## src/rtl/flm_pkg.sv

```systemverilog
// Shared types and constants of the fan load monitor.
// No dependencies; imported by fan_load_monitor, its checker and its testbench.
package flm_pkg;

   typedef enum logic [1:0] {
      OP_SET_PERCENT = 2'd0,
      OP_TICK        = 2'd1,
      OP_EVALUATE    = 2'd2,
      OP_IDLE_OP     = 2'd3
   } opcode_type;

   typedef enum logic [2:0] {
      CSR_PWM_OK        = 3'd0,
      CSR_MIN_PERCENT   = 3'd1,
      CSR_SETTLE_MS     = 3'd2,
      CSR_RATED_POWER   = 3'd3,
      CSR_MAX_PODS      = 3'd4,
      CSR_CURRENT_LIMIT = 3'd5
   } csr_index_type;

   typedef enum logic [2:0] {
      ST_IDLE,
      ST_MUL,
      ST_PREP,
      ST_DIV,
      ST_FIN
   } state_type;

   localparam int MUL_STEPS   = 16;
   localparam int DIV_STEPS   = 5;
   localparam int PERCENT_MAX = 100;

   localparam logic        PWM_OK_RST        = 1'b1;
   localparam logic [6:0]  MIN_PERCENT_RST   = 7'd30;
   localparam logic [15:0] SETTLE_MS_RST     = 16'd2000;
   localparam logic [15:0] RATED_POWER_RST   = 16'd1000;
   localparam logic [3:0]  MAX_PODS_RST      = 4'd8;
   localparam logic [14:0] CURRENT_LIMIT_RST = 15'd1000;

endpackage

```

## src/rtl/fan_load_monitor.sv

```systemverilog
// Fan duty control with a load-count estimator, bit-serial multiply and divide; uses flm_pkg.
// Sequence: set percent, tick, unused opcodes and evaluates without a valid estimate go
// from acceptance straight to the finish state; a valid estimate first runs 16 multiply
// steps, 1 setup, 5 restoring divide steps, 1 finish. One request is in flight at a time,
// so a new request is taken only once the last result is loaded, which waits on rsp_ready.
// Reset (synchronous): registers take their defaults, percent and settle counter clear.
module fan_load_monitor
   import flm_pkg::*;
#(
   parameter int DUTY_BITS = 8
) (
   input  logic               clock,
   input  logic               reset,
   input  logic               req_valid,
   output logic               req_ready,
   input  logic [1:0]         req_opcode,
   input  logic signed [15:0] req_percent_request,
   input  logic signed [15:0] req_current_ma,
   input  logic [15:0]        req_supply_mv,
   output logic               rsp_valid,
   input  logic               rsp_ready,
   output logic [7:0]         rsp_duty,
   output logic               rsp_estimate_valid,
   output logic [3:0]         rsp_pod_count,
   output logic               rsp_pod_limit_exceeded,
   output logic               rsp_absolute_limit_exceeded,
   input  logic               csr_we,
   input  logic [2:0]         csr_index,
   input  logic [15:0]        csr_wdata
);

   localparam int DUTY_FULL = (1 << DUTY_BITS) - 1;

   // duty for every percent code
   logic [7:0] duty_table [128];
   for (genvar g = 0; g < 128; g++) begin : g_duty
      assign duty_table[g] = 8'((DUTY_FULL * g) / PERCENT_MAX);
   end

   state_type state_ff, state_in;

   logic        pwm_ok_ff;
   logic [6:0]  min_percent_ff;
   logic [15:0] settle_ms_ff;
   logic [15:0] rated_power_ff;
   logic [3:0]  max_pods_ff;
   logic [14:0] current_limit_ff;

   logic [6:0]  fan_percent_ff;
   logic [15:0] settle_elapsed_ff;

   logic [15:0] mv_sr_ff;
   logic [15:0] rated_sr_ff;
   logic [38:0] a_sr_ff;
   logic [32:0] c_sr_ff;
   logic [38:0] acc_n_ff;
   logic [32:0] acc_d_ff;
   logic [38:0] rem_ff;
   logic [38:0] dsr_ff;
   logic [4:0]  quo_ff;
   logic [3:0]  cnt_ff;
   logic        n_zero_ff;

   logic        est_ok_ff;
   logic        pod_lim_ff;
   logic        abs_lim_ff;

   logic        rsp_valid_ff;
   logic [7:0]  rsp_duty_ff;
   logic        rsp_est_ff;
   logic [3:0]  rsp_count_ff;
   logic        rsp_pod_lim_ff;
   logic        rsp_abs_lim_ff;

   logic        accept;
   logic        out_free;
   logic        load_rsp;
   opcode_type  op;

   logic [6:0]  clamp_pct;
   logic        cur_ok;
   logic [14:0] ima;
   logic        eval_gate;
   logic        est_gate;
   logic [21:0] cur_scaled;
   logic [21:0] lim_scaled;
   logic [39:0] diff;
   logic [38:0] n_sum;
   logic [3:0]  final_count;

   assign op       = opcode_type'(req_opcode);
   assign out_free = !rsp_valid_ff || rsp_ready;
   assign accept   = req_valid && req_ready;

   always_comb begin
      if (req_percent_request[15]) begin
         clamp_pct = 7'd0;
      end else if (req_percent_request > 16'sd100) begin
         clamp_pct = 7'(PERCENT_MAX);
      end else begin
         clamp_pct = req_percent_request[6:0];
      end
   end

   assign cur_ok     = !req_current_ma[15];
   assign ima        = req_current_ma[14:0];
   assign eval_gate  = pwm_ok_ff && cur_ok;
   assign est_gate   = eval_gate && (fan_percent_ff >= min_percent_ff)
                       && (settle_elapsed_ff >= settle_ms_ff) && (req_supply_mv != 16'd0);
   assign cur_scaled = 22'(ima) * 22'd100;
   assign lim_scaled = 22'(current_limit_ff) * 22'(fan_percent_ff);

   assign diff  = {1'b0, rem_ff} - {1'b0, dsr_ff};
   assign n_sum = acc_n_ff + 39'(acc_d_ff);

   always_comb begin
      if (n_zero_ff) begin
         final_count = 4'd0;
      end else if (quo_ff[4] || (quo_ff[3:0] > max_pods_ff)) begin
         final_count = max_pods_ff;
      end else begin
         final_count = quo_ff[3:0];
      end
   end

   // sequencer
   always_comb begin
      state_in  = state_ff;
      req_ready = 1'b0;
      load_rsp  = 1'b0;
      unique case (state_ff)
         ST_IDLE: begin
            req_ready = 1'b1;
            if (req_valid) begin
               state_in = (op == OP_EVALUATE && est_gate) ? ST_MUL : ST_FIN;
            end
         end
         ST_MUL: begin
            if (cnt_ff == 4'(MUL_STEPS - 1)) begin
               state_in = ST_PREP;
            end
         end
         ST_PREP: state_in = ST_DIV;
         ST_DIV: begin
            if (cnt_ff == 4'(DIV_STEPS - 1)) begin
               state_in = ST_FIN;
            end
         end
         ST_FIN: begin
            if (out_free) begin
               load_rsp = 1'b1;
               state_in = ST_IDLE;
            end
         end
         default: state_in = ST_IDLE;
      endcase
   end

   always_ff @(posedge clock) begin
      if (reset) begin
         state_ff <= ST_IDLE;
      end else begin
         state_ff <= state_in;
      end
   end

   // configuration registers
   always_ff @(posedge clock) begin
      if (reset) begin
         pwm_ok_ff        <= PWM_OK_RST;
         min_percent_ff   <= MIN_PERCENT_RST;
         settle_ms_ff     <= SETTLE_MS_RST;
         rated_power_ff   <= RATED_POWER_RST;
         max_pods_ff      <= MAX_PODS_RST;
         current_limit_ff <= CURRENT_LIMIT_RST;
      end else if (csr_we) begin
         unique case (csr_index_type'(csr_index))
            CSR_PWM_OK:        pwm_ok_ff        <= csr_wdata[0];
            CSR_MIN_PERCENT:   min_percent_ff   <= csr_wdata[6:0];
            CSR_SETTLE_MS:     settle_ms_ff     <= csr_wdata;
            CSR_RATED_POWER:   rated_power_ff   <= csr_wdata;
            CSR_MAX_PODS:      max_pods_ff      <= csr_wdata[3:0];
            CSR_CURRENT_LIMIT: current_limit_ff <= csr_wdata[14:0];
            default: ;
         endcase
      end
   end

   // fan percent and settle counter
   always_ff @(posedge clock) begin
      if (reset) begin
         fan_percent_ff    <= 7'd0;
         settle_elapsed_ff <= 16'd0;
      end else if (accept) begin
         case (op)
            OP_SET_PERCENT: begin
               if (clamp_pct != fan_percent_ff) begin
                  settle_elapsed_ff <= 16'd0;
               end
               fan_percent_ff <= pwm_ok_ff ? clamp_pct : 7'd0;
            end
            OP_TICK: begin
               if (settle_elapsed_ff != 16'hFFFF) begin
                  settle_elapsed_ff <= settle_elapsed_ff + 16'd1;
               end
            end
            default: ;
         endcase
      end
   end

   // datapath: flags at accept, bit-serial multiply, restoring divide
   always_ff @(posedge clock) begin
      if (accept) begin
         est_ok_ff   <= (op == OP_EVALUATE) && est_gate;
         abs_lim_ff  <= (op == OP_EVALUATE) && eval_gate && (ima > current_limit_ff);
         pod_lim_ff  <= (op == OP_EVALUATE) && eval_gate
                        && (fan_percent_ff >= min_percent_ff) && (cur_scaled > lim_scaled);
         mv_sr_ff    <= req_supply_mv;
         rated_sr_ff <= rated_power_ff;
         a_sr_ff     <= 39'(ima) * 39'd200;
         c_sr_ff     <= 33'(fan_percent_ff) * 33'd1000;
         acc_n_ff    <= '0;
         acc_d_ff    <= '0;
         cnt_ff      <= '0;
      end
      unique case (state_ff)
         ST_MUL: begin
            if (mv_sr_ff[0]) begin
               acc_n_ff <= acc_n_ff + a_sr_ff;
            end
            if (rated_sr_ff[0]) begin
               acc_d_ff <= acc_d_ff + c_sr_ff;
            end
            mv_sr_ff    <= mv_sr_ff >> 1;
            rated_sr_ff <= rated_sr_ff >> 1;
            a_sr_ff     <= a_sr_ff << 1;
            c_sr_ff     <= c_sr_ff << 1;
            cnt_ff      <= (cnt_ff == 4'(MUL_STEPS - 1)) ? 4'd0 : cnt_ff + 4'd1;
         end
         ST_PREP: begin
            rem_ff    <= n_sum;
            dsr_ff    <= 39'(acc_d_ff) << 5;
            n_zero_ff <= (n_sum == 39'd0);
            quo_ff    <= '0;
         end
         ST_DIV: begin
            // keep the difference when the shifted divisor fits
            if (!diff[39]) begin
               rem_ff <= diff[38:0];
            end
            quo_ff <= {quo_ff[3:0], !diff[39]};
            dsr_ff <= dsr_ff >> 1;
            cnt_ff <= cnt_ff + 4'd1;
         end
         default: ;
      endcase
   end

   // result register
   always_ff @(posedge clock) begin
      if (reset) begin
         rsp_valid_ff <= 1'b0;
      end else if (load_rsp) begin
         rsp_valid_ff <= 1'b1;
      end else if (rsp_ready) begin
         rsp_valid_ff <= 1'b0;
      end
   end

   always_ff @(posedge clock) begin
      if (load_rsp) begin
         rsp_duty_ff    <= duty_table[fan_percent_ff];
         rsp_est_ff     <= est_ok_ff;
         rsp_count_ff   <= est_ok_ff ? final_count : 4'd0;
         rsp_pod_lim_ff <= pod_lim_ff;
         rsp_abs_lim_ff <= abs_lim_ff;
      end
   end

   assign rsp_valid                   = rsp_valid_ff;
   assign rsp_duty                    = rsp_duty_ff;
   assign rsp_estimate_valid          = rsp_est_ff;
   assign rsp_pod_count               = rsp_count_ff;
   assign rsp_pod_limit_exceeded      = rsp_pod_lim_ff;
   assign rsp_absolute_limit_exceeded = rsp_abs_lim_ff;

   a_count_needs_estimate: assert property (@(posedge clock) disable iff (reset)
      rsp_valid_ff && (rsp_count_ff != 4'd0) |-> rsp_est_ff)
      else $error("pod count without a valid estimate");

   a_one_request_in_flight: assert property (@(posedge clock) disable iff (reset)
      req_valid && req_ready |=> !req_ready)
      else $error("second request taken while one is in flight");

   a_divide_steps: assert property (@(posedge clock) disable iff (reset)
      state_ff == ST_DIV |-> cnt_ff < 4'(DIV_STEPS))
      else $error("divide step count overran");

   a_result_load_safe: assert property (@(posedge clock) disable iff (reset)
      load_rsp |-> (!rsp_valid_ff || rsp_ready))
      else $error("result overwritten before it was taken");

endmodule

```

## config.mk

```make
export PLATFORM = sky130hd
export DESIGN_NAME = fan_load_monitor
export DESIGN_NICKNAME = d
export VERILOG_FILES = /design/src/rtl/flm_pkg.sv /design/src/rtl/fan_load_monitor.sv
export SDC_FILE = /design/constraint.sdc
export NUM_CORES = 1
export LEC_CHECK = 0
export BUFFER_PORTS_ARGS = -buffer_cell sky130_fd_sc_hd__buf_4
export CORE_MARGIN = 5
export CORE_UTILIZATION = 55
export DETAILED_ROUTE_END_ITERATION = 8
export PLACE_DENSITY_LB_ADDON = 0.2
export SETUP_SLACK_MARGIN = 0.5
export SYNTH_ARGS = -nofsm -noshare
export SYNTH_HDL_FRONTEND = slang
export SYNTH_SLANG_ARGS = --single-unit
```

## constraint.sdc

```tcl
create_clock -name clock -period 18.2 [get_ports clock]
set_clock_uncertainty 0.15 [all_clocks]
set_input_delay 3.64 -clock clock [delete_from_list [all_inputs] [get_ports clock]]
set_output_delay 3.64 -clock clock [all_outputs]
set_load 0.05 [all_outputs]
```

# Yosys cells after proc, flatten, opt, wreduce, memory -nomap -nowiden
# Memories as Yosys holds them, arrays and structs flattened. A register that Yosys moved wholly into a read port is not among the register bits.
# Cells that the tools add are included.
[word_totals]
register_bits = 354
rom_bits = 1024
in_bits = 74
output_inout_bits = 17
word_cells = 148
memories = 1
[op_classes]
add_sub_neg = 6
multipliers = 4
magnitude_cmp = 6
eq_ne = 22
n_mux = 39
n_bitwise = 2
n_reduce_logical = 36
[mem_list]
columns = ["name", "depth", "word_bits", "read_ports", "rd_clocked_by_memory_dff", "write_ports", "line", "source"]
rows = [
  ["(name not given)", 128, 8, 1, 1, 0, "fan_load_monitor.sv:273", "rsp_duty_ff <= duty_table[fan_percent_ff];"],
]
[ops]
columns = ["cell", "n"]
rows = [
  ["two-way mux 39 bit", 6],
  ["two-way mux 33 bit", 5],
  ["case mux 39 bit (2 select lines)", 2],
  ["two-way mux 15 bit", 4],
  ["multiplier 15 x 5 -> 20 bit (second input constant)", 2],
  ["subtractor 39 x 39 -> 40 bit", 1],
  ["adder 39 x 33 -> 39 bit", 1],
  ["adder 39 bit", 1],
  ["zero test 39 bit", 1],
  ["adder 33 bit", 1],
  ["two-way mux 16 bit", 2],
  ["case mux 16 bit (2 select lines)", 1],
  ["greater-than comparator 22 bit", 1],
  ["multiplier 15 x 7 -> 22 bit", 1],
  ["two-way mux 7 bit", 3],
  ["adder 16 x 1 -> 16 bit (second input constant)", 1],
  [">= comparator 16 bit", 1],
  ["greater-than comparator 16 x 8 -> 1 bit (second input constant)", 1],
  ["!= test 16 bit (second input constant)", 1],
  ["AND reduction 2 bit", 8],
  ["nonzero test 16 bit", 1],
  ["greater-than comparator 15 bit", 1],
  ["two-way mux 3 bit", 5],
  ["case mux 3 bit (5 select lines)", 1],
  ["28 further kinds", 63],
]

# Longest topological paths before layout
# Gate-level depths: netlist (run 1).
[depth]
depth_word = 9
ltp_mapped = 31
depth_no_buf = 28

# Worst setup path before layout (run 1)
# OpenSTA, ideal clock, no wires.
[synth_path]
kind = "input-to-reg"
startpoint = "input req_current_ma[2]"
endpoint = "register pod_lim_ff, data pin"
setup_time_ns = 0.268
t_arrival_ns = 7.540
t_required_ns = 17.782
slack_ns = 10.243
cell_stages = 22
n_path_buf = 0
path_cell_list = "ha_1 > ha_1 > inv_1 > fa_1 > inv_1 > ha_1 > a21oi_1 > o21ai_0 > a21o_1 > a21oi_1 > o21ai_0 > o41ai_1 > o21bai_1 > a21oi_1 > xnor2_1 > ha_1 > a21o_1 > a21o_1 > a21oi_1 > o21ai_0 > nand2_1 > a21oi_1"
[synth_via]
elab_chain_cells = 3
[synth_lines]
columns = ["element", "line", "source"]
rows = [
  ["start: declaration", "fan_load_monitor.sv:18", "input logic signed [15:0] req_current_ma,"],
  ["multiplier 15 x 5 -> 20 bit", "fan_load_monitor.sv:110", "assign cur_scaled = 22'(ima) * 22'd100;"],
  ["greater-than comparator 22 bit", "fan_load_monitor.sv:218", "&& (fan_percent_ff >= min_percent_ff) && (cur_scaled > lim_scaled);"],
  ["logical AND 1 bit", "fan_load_monitor.sv:218", ""],
  ["end signal: assignment", "fan_load_monitor.sv:217", "pod_lim_ff <= (op == OP_EVALUATE) && eval_gate"],
  ["end: declaration", "fan_load_monitor.sv:65", "logic pod_lim_ff;"],
]
# Every way passes these cells.
# A chain may end at the register's enable or synchronous reset.

# Worst setup path in the final report (run 1)
# Same ends and word-level chain as after synthesis.

==> results, run 1 <==
- The run finished with clean final reports.
- The startpoint of the lowest-slack hold path is abs_lim_ff$_DFFE_PP_.
- The post-synthesis instance total is 3341.
- The number of buffers inserted by hold repair at cts is 0.
- Sorting the synthesized cells by area gives the leading types as sky130_fd_sc_hd__edfxtp_1, sky130_fd_sc_hd__ha_1, sky130_fd_sc_hd__dfxtp_1, sky130_fd_sc_hd__nand2_1, sky130_fd_sc_hd__fa_1.
- The number of pins exceeding their max-slew limit in the final report came to 0.
- The critical path capture point type is a flop.
- The number of setup violations in the final report is 0.
- In the final layout, the share of cells above drive strength 1 is 6.76%.
- The critical path starts at req_current_ma[2].
- Of all flip-flops after synthesis, the portion carrying an async set or reset was 0%.
- Clock-pin slew was measured on the worst setup and hold paths at 0.05 ns.
- The standard cell with the maximum stage delay on the critical path is sky130_fd_sc_hd__o41ai_1.
- The shortest clock period the worst path allows after layout is 8.09 ns.
- Setup slack on the worst reg-to-reg path comes out at 10.96 ns.
- The count of boundary I/O pins is 91.
- Traced cell by cell, the critical path runs through buf_4 > ha_1 > ha_1 > inv_1 > fa_1 > inv_1 > ha_1 > a21oi_1 > o21ai_0 > a21o_1 > a21oi_1 > o21ai_0 > o41ai_1 > o21bai_1 > a21oi_1 > xnor2_1 > ha_1 > a21o_1 > a21o_1 > a21oi_1 > o21ai_0 > nand2_1 > a21oi_1.
- The number of post-CTS setup repair buffers is 0.
- In the synthesized netlist the dominant register cell turns out to be sky130_fd_sc_hd__edfxtp_1.
- The headroom to the max-slew limit is 29.4%.
- The commonest cells after synthesis are sky130_fd_sc_hd__nand2_1, sky130_fd_sc_hd__ha_1, sky130_fd_sc_hd__inv_1, sky130_fd_sc_hd__a21oi_1, sky130_fd_sc_hd__o21ai_0.
- On the final layout, the worst hold slack is 0.280 ns.
- The layout net count is 3887.
- The detailed router's first-iteration violation count is 1659.
- The overflow left after global routing is 0.
- Detailed placement finished with a half-perimeter wire length of 55.3 mm.
- The count of TritonRoute iterations in the first routing pass is 5.
- The average vias per placed instance is 5.83.
- In the final timing run, aggregate negative setup slack is 0 ns.
- Setup repair after global routing left no endpoint under its margin.
- The floorplan step defined a die boundary enclosing 57400 sq um.
- Dividing the synthesized area by the synthesized cell count gives 8.68 sq um.
- In this run the standard cell core region covers 52400 sq um.
- The tightest min-delay check is of the flop to flop type.
- The total wire length is 73.3 mm.
- The maximum clock frequency is 0.124 GHz.
- The width of the die is 240 um.
- TritonCTS built the clock tree.
- The first global-routing pass estimated 119 mm of wire.
- During synthesis, Yosys emitted a total of 0 warnings.
- Entering global routing, the biggest net connects 107 pins.
- After synthesis the netlist holds a flip-flop and latch count of 361.
- The antenna cell count is 0.
- After detailed routing, the average wire length per cell comes to 17.9 um.
- The number of fillers in the final layout is 4525.
- The worst setup path is of the primary input to flop kind.
- The required time of the worst setup path is 18.35 ns.
- The floorplan has 84 rows.
- For the pin with the worst max-slew slack, the measured transition is 1.06 ns.
- The worst setup slack before clock tree synthesis is 9.59 ns.
- The number of nets with antenna violations after routing is 0.
- The largest fanout of any net on the critical path is 5.
- Power spread over the standard cell area amounts to 68.4 nW/um^2.
- The maximum number of buffers from clock root to sink is 3.
- The area share of the largest cell type after synthesis is 21.4%.
- The root buffer cell is sky130_fd_sc_hd__clkbuf_16.
- The count of final hold-check violations is 0.
- The mapped netlist covers 29000 sq um.
- CTS built an H-tree with a depth of 2.
- In the post-route analysis, the smallest setup slack over all paths is 10.11 ns.
- The total number of vias is 23900.
- Global routing used 25.1% of the available tracks across all layers.
- The source of the worst register-to-register timing path is fan_percent_ff[5]$_SDFFE_PP0P_.
- Counting tap cells, the placed design contains a total of 4025 instances.
- The quantity of gates resized following cts is 0.
- From synthesis to final layout, the design area changed by 9.60%.
- The number of nets handed over by synthesis was 3846.
- The most frequent cell after synthesis is sky130_fd_sc_hd__nand2_1.
- After synthesis, flip-flops and latches occupy 32.1% of the total area.
- For this run, design rule violations remaining after detail routing come to 0.
- TritonCTS created 43 clock buffers.
- The utilization after layout is 60.6%.
- The final period utilization is 44.5%.
- Excluding fillers, the count of instances in the completed layout stands at 4104.
- The largest vdd supply drop is 0.0606 mV.
- The tree built by TritonCTS fans out to 361 sinks.
- STA puts the critical path data arrival time at 8.25 ns.
- In this run the static leakage power is 14.5 nW.
- The most common cell type on the critical path is sky130_fd_sc_hd__a21oi_1.
- The number of different library cells used by synthesis comes to 88.
- The initial antenna violation count was 0.
- The worst setup path is launched from a primary input.
- The source-to-sink clock delay at the later pin of the worst-skew pair is 0.58 ns.
- The largest single stage delay on the critical path is 0.56 ns.
- The initial utilization of the core area, before any placement, comes to 55.3%.
- Counting flops with a built-in enable in the synthesized netlist gives 207.
- The number of buffer cells added on primary ports is 90.
- The die is 240 um tall.
- The number of maximum-capacitance violations is 0.
- The via count of the first global-routing pass was 23300.
- The placer's final routability congestion estimate is 0.892.
- sky130_fd_sc_hd__edfxtp_1 takes more of the synthesized area than any other cell.
[cell families after synthesis]
family | synth area share (%)
DFF | 32.1
muxes | 1.17
AOI/OAI and AO/OA | 18.0
xor gates and xnor gates | 5.11
adders and majority gates | 21.1
buffers and inverters | 5.40
and+or+nand+nor | 17.1
[area by class of cell]
cell class	instances	area, sq um	share of cell area, %
clock inverters	23	279	0.878
clock buffers	56	1180	3.70
multi-input cells	2563	18200	57.2
well taps	688	861	2.71
repair buffers	116	871	2.74
inverters	297	1110	3.51
flip-flops and latches	361	9300	29.3
[worst max-delay path: cells and delay by family]
family / cells / cell delay [ns]
buffers and inverters: 3 / 0.23
and+or+nand+nor: 1 / 0.07
xor gates and xnor gates: 1 / 0.18
adders and majority gates: 5 / 1.66
AOI/OAI and AO/OA: 13 / 2.47
[flip-flops by register name (all words and copies together) (netlist names), 8 cells and up]
signal	cells
acc_n_ff	39
rem_ff	39
dsr_ff	38
a_sr_ff	36
acc_d_ff	33
c_sr_ff	30
mv_sr_ff	16
rated_power_ff	16
rated_sr_ff	16
settle_elapsed_ff	16
settle_ms_ff	16
current_limit_ff	15
rsp_duty	8
[path summary, 6_finish.rpt]
check,to,depth (start not counted)
max,pod_lim_ff$_DFFE_PP_,23
min,rsp_absolute_limit_exceeded$_DFFE_PP_,0
max reg2reg,pod_lim_ff$_DFFE_PP_,25
min reg2reg,rsp_absolute_limit_exceeded$_DFFE_PP_,0
[cell usage in the layout (no fill, tap or decap), types with 17 or more instances in the layout]
cell and instances:
sky130_fd_sc_hd__a211oi_1 22, sky130_fd_sc_hd__a21o_1 97, sky130_fd_sc_hd__a21oi_1 255, sky130_fd_sc_hd__a31oi_1 18, sky130_fd_sc_hd__and2_1 62, sky130_fd_sc_hd__and3_1 31
sky130_fd_sc_hd__buf_4 116, sky130_fd_sc_hd__clkbuf_16 44, sky130_fd_sc_hd__dfxtp_1 152, sky130_fd_sc_hd__edfxtp_1 207, sky130_fd_sc_hd__fa_1 97, sky130_fd_sc_hd__ha_1 334
sky130_fd_sc_hd__inv_1 294, sky130_fd_sc_hd__mux2i_1 17, sky130_fd_sc_hd__nand2_1 523, sky130_fd_sc_hd__nand2b_1 35, sky130_fd_sc_hd__nand3_1 59, sky130_fd_sc_hd__nand4_1 21
sky130_fd_sc_hd__nor2_1 216, sky130_fd_sc_hd__nor2b_1 31, sky130_fd_sc_hd__nor3_1 46, sky130_fd_sc_hd__o211ai_1 22, sky130_fd_sc_hd__o21a_1 29, sky130_fd_sc_hd__o21ai_0 220
sky130_fd_sc_hd__o21bai_1 24, sky130_fd_sc_hd__o31ai_1 18, sky130_fd_sc_hd__xnor2_1 93, sky130_fd_sc_hd__xor2_1 76
[power by group]
group | switching [W] | internal, W
Combinational | 0.000216 | 0.000139
Sequential | 0.0000264 | 0.000905
Clock | 0.000357 | 0.000530
[metrics by stage]
stage,instance area [sq um],power (W)
final,31800,0.00217
after global routing,31800,0.00227
after CTS,31800,0.00219
after detailed placement,30300,0.00130
after global placement,30300,0.00129
after floorplan,29000,0.00119
[per-layer routing]
layer	wire length, um	GRT usage, %
met1	32300	33.6
met2	34500	42.0
met3	3530	3.09
met4	3010	9.49
met5	0	0
No activity file was read; power rests on OpenSTA's default activity.
==> run 2, diff against run 1 <==
==> constraint.sdc (replaced) <==
create_clock -name clock -period 6.72 [get_ports clock]
set_clock_uncertainty 0.15 [all_clocks]
set_input_delay 1.344 -clock clock [delete_from_list [all_inputs] [get_ports clock]]
set_output_delay 1.344 -clock clock [all_outputs]
set_load 0.05 [all_outputs]
==> results, run 2 (synthesis results as in run 1) <==
- The initial antenna violation count came to 0.
- The vertical die dimension is 240 um.
- The area growth from synthesis to layout is 11.4%.
- Along the worst path, the maximum fanout reaches 3.
- The net load switching power is 0.00165 W.
- The source-to-sink clock delay at the later pin of the worst-skew pair is 0.57 ns.
- In the routed layout, each cell is associated on average with a via count of 5.86.
- For the worst setup path, the data arrival time is 6.22 ns.
- The slowest stage of the critical path belongs to the cell sky130_fd_sc_hd__fa_1.
- The remaining design rule violation count is 0.
- The ratio of cells with drive above 1 in the final layout is 9.02%.
- The die outline area is 57400 sq um.
- The floorplan has 84 rows.
- The placer's final routability congestion estimate is 0.943.
- TritonCTS created 44 clock buffers.
- The wire length of the first global-routing pass is 124 mm.
- The number of setup violations in the final report is 0.
- The class of the worst hold path is flop to flop.
- Across the run, the number of max-cap violations was 0.
- The cell total after placement is 4029.
- The width of the die is 240 um.
- The required time of the worst setup path is 6.87 ns.
- The overflow left after global routing is 0.
- The relative contribution of combinational cells to total power is 16.8%.
- In this run switching power makes up 27.9% of total power.
- The first routing iteration left 1766 violations.
- Once layout is complete, the utilization of the core stands at 61.6%.
- The maximum clock frequency is 0.165 GHz.
- TritonCTS built the clock tree.
- The count of nets left with antenna violations once routing finished came out at 0.
- The headroom to the max-slew limit is 20.6%.
- STA classifies the critical path endpoint as a flop.
- The actual slew at the worst max-slew pin is 1.19 ns.
- Input and output buffers added on the ports amount to 90.
- The global-route usage over all layers is 26.1%.
- The leakage dissipation is 14.6 nW.
- The leading cell type in the layout, fill and taps excluded is sky130_fd_sc_hd__nand2_1.
- The flow ran to the end, and the final reports show no timing, DRC or antenna violations.
- The final layout contains routed wiring with a total length of 76.6 mm.
- The core region is 52400 sq um.
- The critical path is of the flop to flop type.
- The internal power of the cells totals 0.00426 W.
- Sequential cells burn 42.6% of the power.
- The clock-pin slew on the worst setup and hold paths is 0.06 ns.
- At the end of the flow, the number of nets in the layout was 3916.
- After layout, the minimum clock period comes to 6.07 ns.
- The clock net in this run drives a total of 361 sinks.
- The via count of the first global-routing pass is 23800.
- The cell that appears most often on the critical path is sky130_fd_sc_hd__inv_1.
- The level count of the clock H-tree is 2.
- The final period utilization is 90.4%.
- Entering global routing, the biggest net connects 115 pins.
- The largest registers in the layout are acc_n_ff: 39 flops, rem_ff: 39 flops, dsr_ff: 38 flops.
- Setup repair after global routing left no endpoint under its margin.
- The maximum number of buffers from clock root to sink is 3.
- The number of buffers and inverters on the critical path is 7.
- 91 I/O pins were placed.
- The routed layout has 24200 vias.
- The first TritonRoute pass finished after 6 iterations.
- For this design the ratio of total power to cell area is 183 nW/um^2.
- The family with the most delay on the worst path is adder cells.
- VDD sags by at most 0.160 mV.
- The number of hold buffers added after CTS was 0.
- The count of final hold-check violations is 0.
- The number of non-filler instances in the completed layout is 4135.
- The number of pins exceeding their max-slew limit in the final report is 0.
- The largest single stage delay on the critical path is 0.54 ns.
- The half-perimeter wire length after detailed placement is 57.4 mm.
- The initial utilization of the core area, before any placement, comes to 55.3%.
- The library cells used most frequently in the layout, excluding fill and tap cells, are sky130_fd_sc_hd__nand2_1, sky130_fd_sc_hd__ha_1, sky130_fd_sc_hd__inv_1.
- Adding up every negative setup slack in the final design gives 0 ns.
- The startpoint class of the critical path is a flop.
- The root buffer cell is sky130_fd_sc_hd__clkbuf_16.
- Dividing the detail-routed wire length by the instance count gives 18.5 um.
- The clock network accounts for 40.5% of the total power.
- The antenna cell count is 0.
## run 2: worst paths after layout
path / startpoint / to / slack, ns / depth (start not counted)
hold reg to reg: abs_lim_ff$_DFFE_PP_ / rsp_absolute_limit_exceeded$_DFFE_PP_ / 0.28 / 0
setup reg to reg: fan_percent_ff[1]$_SDFFE_PP0P_ / pod_lim_ff$_DFFE_PP_ / 0.65 / 27
setup / recovery: fan_percent_ff[1]$_SDFFE_PP0P_ / pod_lim_ff$_DFFE_PP_ / 0.65 / 27
hold / removal: abs_lim_ff$_DFFE_PP_ / rsp_absolute_limit_exceeded$_DFFE_PP_ / 0.28 / 0
## run 2: final cells by class
cell class,count,area [sq um]
Timing Repair inverter,2,15.0
Clock buffer,59,1250
Timing Repair Buffer,142,1100
Inverter,297,1140
Fill cell,4507,20100
Multi-Input combinational cell,2563,18400
Sequential cell,361,9320
Clock inverter,23,195
Tap cell,688,861
## run 2: power groups by stage
| stage | logic [W] | registers [W] | clock network (W) |
|---|---|---|---|
| 2_1_floorplan | 0.000651 | 0.00257 | 0 |
| 3_3_place_gp | 0.000937 | 0.00256 | 0 |
| 3_5_place_dp | 0.000971 | 0.00256 | 0 |
| 4_1_cts | 0.000980 | 0.00252 | 0.00244 |
| 5_1_grt | 0.00111 | 0.00253 | 0.00253 |
| 6_report | 0.000994 | 0.00252 | 0.00239 |
## run 2: through the flow
step	total power (W)	area [sq um]	hold WS, ns	worst slack (ns)
2_1_floorplan	0.00322	29100	0.250	0.501
3_3_place_gp	0.00350	30400	0.267	0.380
3_5_place_dp	0.00353	30400	0.256	0.343
4_1_cts	0.00593	31900	0.288	0.501
5_1_grt	0.00617	32300	0.287	0.420
6_report	0.00590	32300	0.283	0.647
## run 2: routing by layer
metal	track usage [%]	up-vias	wire, um
li1	-	11800	-
met1	35.5	11600	34000
met2	43.4	671	36000
met3	3.12	168	3590
met4	9.01	0	3020
met5	0	-	0
## run 2: timing repair
action / in CTS / in global routing
setup buffers: 5 / 17
pin swaps: 1 / 39
gates resized for setup: 7 / 69
setup endpoints to repair: 1 / 1
gates cloned: 0 / 2
